<file path="src/design/icpne_pkg.sv">
// shared constants, types and product tables for the icp normal-equation accumulator
package icpne_pkg;

  // frame size and fixed-point format
  localparam int MAX_PIXELS_LOG2 = 20;
  localparam int FRAC_BITS       = 16;
  localparam int DATA_W          = 24;
  localparam int CODE_W          = 3;
  localparam int ACC_W           = 64;
  localparam int ACC_FRAC        = 32;
  localparam int PROD_W          = 2 * DATA_W;
  localparam int COUNT_W         = MAX_PIXELS_LOG2 + 1;

  // operands: residual then six jacobian terms
  localparam int NUM_JAC  = 6;
  localparam int NUM_OPS  = NUM_JAC + 1;
  localparam int OP_IDX_W = $clog2(NUM_OPS);

  // result layout
  localparam int NUM_PRODUCTS = 28;
  localparam int NUM_SUMS     = 32;
  localparam int IDX_W        = $clog2(NUM_SUMS);
  localparam int IDX_GOOD     = 28;
  localparam int IDX_FAR      = 29;
  localparam int IDX_ANGLE    = 30;
  localparam int IDX_OTHER    = 31;

  // queue between front and back
  localparam int QUEUE_DEPTH = 4;
  localparam int PTR_W       = $clog2(QUEUE_DEPTH);
  localparam int QCNT_W      = $clog2(QUEUE_DEPTH + 1);

  // status codes
  localparam logic [CODE_W-1:0] STATUS_GOOD  = 3'd0;
  localparam logic [CODE_W-1:0] STATUS_FAR   = 3'd4;
  localparam logic [CODE_W-1:0] STATUS_ANGLE = 3'd5;

  typedef enum logic [1:0] {
    CLS_GOOD,
    CLS_FAR,
    CLS_ANGLE,
    CLS_OTHER
  } cls_e;

  typedef logic [NUM_OPS-1:0][DATA_W-1:0] ops_t;

  typedef struct packed {
    cls_e cls;
    logic last;
    ops_t ops;
  } rec_t;

  typedef logic signed [ACC_W-1:0] acc_t;
  typedef logic [COUNT_W-1:0]      count_t;

  // operand pair of each product sum: error squared, error times jacobian, jacobian upper triangle
  localparam logic [OP_IDX_W-1:0] OPA_IDX [NUM_PRODUCTS] = '{
    3'd0, 3'd0, 3'd0, 3'd0, 3'd0, 3'd0, 3'd0,
    3'd1, 3'd1, 3'd1, 3'd1, 3'd1, 3'd1,
    3'd2, 3'd2, 3'd2, 3'd2, 3'd2,
    3'd3, 3'd3, 3'd3, 3'd3,
    3'd4, 3'd4, 3'd4,
    3'd5, 3'd5,
    3'd6
  };
  localparam logic [OP_IDX_W-1:0] OPB_IDX [NUM_PRODUCTS] = '{
    3'd0, 3'd1, 3'd2, 3'd3, 3'd4, 3'd5, 3'd6,
    3'd1, 3'd2, 3'd3, 3'd4, 3'd5, 3'd6,
    3'd2, 3'd3, 3'd4, 3'd5, 3'd6,
    3'd3, 3'd4, 3'd5, 3'd6,
    3'd4, 3'd5, 3'd6,
    3'd5, 3'd6,
    3'd6
  };

endpackage

</file>
<file path="src/design/icpne_queue.sv">
// short record queue between the front end and the arithmetic back end
module icpne_queue (
  input  logic            clk_i,
  input  logic            rst_ni,
  input  logic            push_valid_i,
  output logic            push_ready_o,
  input  icpne_pkg::rec_t push_rec_i,
  output logic            pop_valid_o,
  input  logic            pop_ready_i,
  output icpne_pkg::rec_t pop_rec_o
);
  import icpne_pkg::*;

  rec_t              mem_q [QUEUE_DEPTH];
  logic [PTR_W-1:0]  wr_ptr_q, wr_ptr_d;
  logic [PTR_W-1:0]  rd_ptr_q, rd_ptr_d;
  logic [QCNT_W-1:0] cnt_q, cnt_d;
  logic              push, pop;

  assign push_ready_o = (cnt_q != QCNT_W'(QUEUE_DEPTH));
  assign pop_valid_o  = (cnt_q != '0);
  assign pop_rec_o    = mem_q[rd_ptr_q];

  assign push = push_valid_i && push_ready_o;
  assign pop  = pop_valid_o && pop_ready_i;

  always_comb begin
    wr_ptr_d = wr_ptr_q;
    rd_ptr_d = rd_ptr_q;
    cnt_d    = cnt_q;
    if (push) begin
      wr_ptr_d = (wr_ptr_q == PTR_W'(QUEUE_DEPTH - 1)) ? '0 : wr_ptr_q + PTR_W'(1);
    end
    if (pop) begin
      rd_ptr_d = (rd_ptr_q == PTR_W'(QUEUE_DEPTH - 1)) ? '0 : rd_ptr_q + PTR_W'(1);
    end
    if (push && !pop) begin
      cnt_d = cnt_q + QCNT_W'(1);
    end else if (pop && !push) begin
      cnt_d = cnt_q - QCNT_W'(1);
    end
  end

  always_ff @(posedge clk_i or negedge rst_ni) begin
    if (!rst_ni) begin
      wr_ptr_q <= '0;
      rd_ptr_q <= '0;
      cnt_q    <= '0;
    end else begin
      wr_ptr_q <= wr_ptr_d;
      rd_ptr_q <= rd_ptr_d;
      cnt_q    <= cnt_d;
    end
  end

  always_ff @(posedge clk_i) begin
    if (push) begin
      mem_q[wr_ptr_q] <= push_rec_i;
    end
  end

endmodule

</file>
<file path="config.mk">
export PLATFORM = sky130hd
export DESIGN_NAME = icpne_queue
export DESIGN_NICKNAME = d
export VERILOG_FILES = /design/src/design/icpne_pkg.sv /design/src/design/icpne_queue.sv
export SDC_FILE = /design/constraint.sdc
export NUM_CORES = 1
export LEC_CHECK = 0
export BUFFER_PORTS_ARGS = -buffer_cell sky130_fd_sc_hd__buf_2
export CAP_MARGIN = 20
export CORE_MARGIN = 1
export CORE_UTILIZATION = 39
export DETAILED_ROUTE_END_ITERATION = 16
export PLACE_DENSITY = 0.56
export SLEW_MARGIN = 25
export SYNTH_ARGS = -nofsm -noshare
export SYNTH_HDL_FRONTEND = slang
export SYNTH_SLANG_ARGS = --single-unit
</file>
<file path="constraint.sdc">
create_clock -name clk_i -period 16 [get_ports clk_i]
set_clock_uncertainty 0.2 [all_clocks]
set_input_delay 3.2 -clock clk_i [delete_from_list [all_inputs] [get_ports clk_i]]
set_output_delay 3.2 -clock clk_i [all_outputs]
set_load 0.02 [all_outputs]
</file>
# Yosys cells after proc, flatten, opt, wreduce, memory -nomap -nowiden
# Memories as Yosys holds them, arrays and structs flattened.
# Index checks and enable logic that the tools add are counted.
word_totals:
  out_inout_bits: 173
  in_bits: 175
  romBits: 0
  latch_bits: 0
  reg_bits: 7
  elab_cells: 25
  memories: 1
  ramBits: 684
classes:
  order_cmp: 0
  add_sub_neg: 4
  n_reduce_logical: 8
  bitwise_logic: 0
  mul: 0
  div: 0
  n_eq_ne: 3
  muxes: 6
  shifts: 0
mem_list:
  columns: ["name", "words", "width", "read_ports", "rd_ports_with_merged_regs", "wr", "line_no", "text"]
  rows:
  - ["mem_q", 4, 171, 1, 0, 1, "icpne_queue.sv:14", "rec_t mem_q [QUEUE_DEPTH];"]
op_table:
  columns: ["operator", "count"]
  rows:
  - ["3-bit 2-to-1 mux", 2]
  - ["2-bit by 1-bit adder with 2-bit output, second input constant", 2]
  - ["2-bit == test, second input constant", 2]
  - ["1-bit logical AND", 4]
  - ["2-bit 2-to-1 mux", 2]
  - ["3-bit by 1-bit adder with 3-bit output, second input constant", 1]
  - ["3-bit inequality test, second input constant", 1]
  - ["3-bit nonzero test", 1]
  - ["3-bit by 1-bit subtractor with 3-bit output, second input constant", 1]
  - ["1-bit logical NOT", 2]
  - ["1-bit 2-to-1 mux", 2]
  - ["2-bit nonzero test", 1]

# Depth between registers and ports, before layout
depth:
  word_depth: 6
  mapped_depth: 8
  ltp_nobuf: 8

# Least setup slack after synthesis
# Ideal clock, no wire load.
synth_path:
  kind: "input -> register"
  from: "in push_valid_i"
  to: "mem mem_q[0][0] (netlist name) (enable)"
  t_required_ns: 15.248
  n_path_buf: 0
  setup_ns: 0.552
  t_arrival_ns: 7.501
  cell_stages: 2
  setup_slack_ns: 7.747
  cell_sequence: "a21boi_1 > and2_1"
synth_via:
  elab_chain_cells: 3
synth_rtl:
  columns: ["element", "line_no", "text"]
  rows:
  - ["start, declared", "icpne_queue.sv:5", "input logic push_valid_i,"]
  - ["1-bit logical AND", "icpne_queue.sv:24", "assign push = push_valid_i && push_ready_o;"]
  - ["1-bit 2-to-1 mux", "icpne_queue.sv:57", "if (push) begin"]
  - ["1-bit 2-to-1 mux (implied by the code)", "icpne_queue.sv:58", "mem_q[wr_ptr_q] <= push_rec_i;"]
  - ["end, declared", "icpne_queue.sv:14", null]
# Every way passes these cells.

==> results_dict.tcl <==
set metrics [dict create \
    status "completed" \
    gp_congestion 0.707 \
    multi_input_area_um2 4100 \
    fmax_mhz 150 \
    cp.arrival_ns 3.27 \
    period_minus_slack_ns 6.67 \
    placed_area_um2 27800 \
    tightest_slew_ns 1.00 \
    routedWlPerCell_um 22.8 \
    setup-violations-final 0 \
    drc_errors 0 \
    cts_buffers 73 \
    clk_latency_ns 0.58 \
    slew_headroom 0.331 \
    path_max_fanout 61 \
    final_nets 1512 \
    total_power_mw 5.84 \
    ys_warn_count 0 \
    yosys-top-cells-area "edfxtp_1 82%, mux4_2 15%, dfrtp_1 0.70%" \
    layout_commonest_cell "edfxtp_1" \
    start_kind "register" \
    grt_pass1_wl_um 76200 \
    core_region_area_um2 63300 \
    cts_tree "yes" \
    io_buffers 347 \
    rows 92 \
    first_pass_iters 4 \
    fin_setup_tns_ns 0 \
    finalInstanceArea_um2 29900 \
    postRouteAntennaNets 0 \
    register_area_um2 20700 \
    io_pins 348 \
    h-tree-depth 3 \
    die_width_um 256 \
    overflow 0 \
    synth_seq_area_share 0.826 \
    fp.dieArea_um2 65400 \
    wl_um 50700 \
    cts_resized 0 \
    area_growth_syn_to_layout_pct 19.3 \
    synth_top_area_share 0.819 \
    grt_pass1_vias 11900 \
    grt_max_degree 95 \
    switching_share 0.320 \
    power.leakage_nw 10.1 \
    drv_cap 0 \
    synth_cell_types 19 \
    period_share 0.417 \
    drt_iter0_drc 601 \
    whs_ns 0.333 \
    via_per_inst 5.00 \
    synth_area_leader_cell "edfxtp_1" \
    cts_sinks 691 \
    clk_pin_slew_worst_paths_ns 0.06 \
    clockBufferDepth 3 \
    drv_slew 0 \
    seqPwrFrac 0.429 \
    groute.usage.overall 0.156 \
    hold_class "reg -> reg" \
    powerDensity_nw_per_um2 195 \
    ir_worst_vdd_v 0.000146 \
    holdPathStages 1 \
    combPwrFrac 0.309 \
    synth-seq-cells 691 \
    initial_core_util 0.396 \
    drive_above_1_share 0.463 \
    instances_no_fill 2229 \
    p_int_mw 3.97 \
    finalHoldViolations 0 \
    avgSynthCellArea_um2 27.0 \
    critPathKind "reg -> out" \
    rrSetupSlack_ns 12.52 \
    utilization 0.473 \
    syn_nets 1112 \
    pre_cts_ws_ns 9.51 \
    final_cell_mix "684 x edfxtp_1, 347 x buf_2, 171 x mux4_2" \
    die_h_um 256 \
    vias 11200 \
    netlist_instances 930 \
    rsz0062_at_grt "no" \
    nFillCells 5279 \
    power.switching_mw 1.87 \
    antenna_found_initial 10 \
    syn_area_um2 25100 \
    dp_hpwl_um 29200 \
    required_ns 12.60 \
    reg2reg_depth 5 \
    post-cts-setup-buffer-count 0 \
    cp-end-kind "output pin" \
    clockPowerShare 0.262 \
    dp.cells 2100 \
    root_buffer "clkbuf_16" \
    setup_slack_ns 9.33 \
    hold_buffers 0 \
]
critical path: stages, from the launching register on:
cell and delay (ns):
dfrtp_4 1.01, buf_4 0.81, mux4_2 0.44, buf_2 0.18
state kept, by name, summed over array words and instances (netlist names):
| register | count |
|---|---|
| cnt_q | 3 |
| mem_q | 684 |
| rd_ptr_q | 2 |
| wr_ptr_q | 2 |
power groups by stage:
stage	Clock (mW)	Combinational [mW]	Sequential, mW
4_1_cts	1.58	1.84	2.54
5_1_grt	1.64	1.93	2.54
3_5_place_dp	0	1.83	2.58
3_3_place_gp	0	1.83	2.56
2_1_floorplan	0	1.29	2.54
6_report	1.53	1.80	2.50
worst paths after layout:
kind / from / end
max in group asynchronous: rst_ni / rd_ptr_q[1]
setup / recovery: rd_ptr_q[1] / pop_rec_o[38]
min in group asynchronous: rst_ni / wr_ptr_q[1]
setup reg to reg: cnt_q[0] / mem_q[3][31]
hold / removal: cnt_q[2] / cnt_q[2]
hold reg to reg: cnt_q[2] / cnt_q[2]
per-layer routing:
metal | routed length (um) | GRT usage | vias up
li1 | - | - | 4850
met1 | 20700 | 0.199 | 5900
met2 | 25000 | 0.251 | 290
met3 | 3770 | 0.0511 | 94
met4 | 1190 | 0.0532 | 16
met5 | 101 | 0 | -
layout make-up:
class / count / area share
Multi-Input combinational cell: 198 / 0.137
Tap cell: 846 / 0.0354
Timing Repair Buffer: 363 / 0.0633
Clock buffer: 91 / 0.0633
Antenna cell: 3 / 0.000251
Inverter: 3 / 0.000376
Clock inverter: 34 / 0.00794
Sequential cell: 691 / 0.692
kinds of logic (layout without fill, tap and decap cells):
logic type,count (synthesis),in the layout,share of synthesized area
xor gates and xnor gates,3,3,0.00105
buffers and inverters,41,491,0.0114
other,0,3,0
muxes,176,176,0.156
AOI/OAI and AO/OA,1,1,0.000299
DFF,691,691,0.826
and+or+nand+nor,11,11,0.00219
adders and majority gates,7,7,0.00379
cell usage after synthesis:
cell and number:
mux4_2 171, nor2_1 4, clkbuf_1 1, xnor2_1 1
inv_1 3, a21boi_1 1, ha_1 6, buf_1 5
nand2_1 2, xor2_1 2, edfxtp_1 684, dfrtp_1 7
or3_2 1, mux2_2 5, buf_6 12, and2_1 4
buf_4 7, buf_2 13, fa_1 1
(Power assumes the default switching activity.)
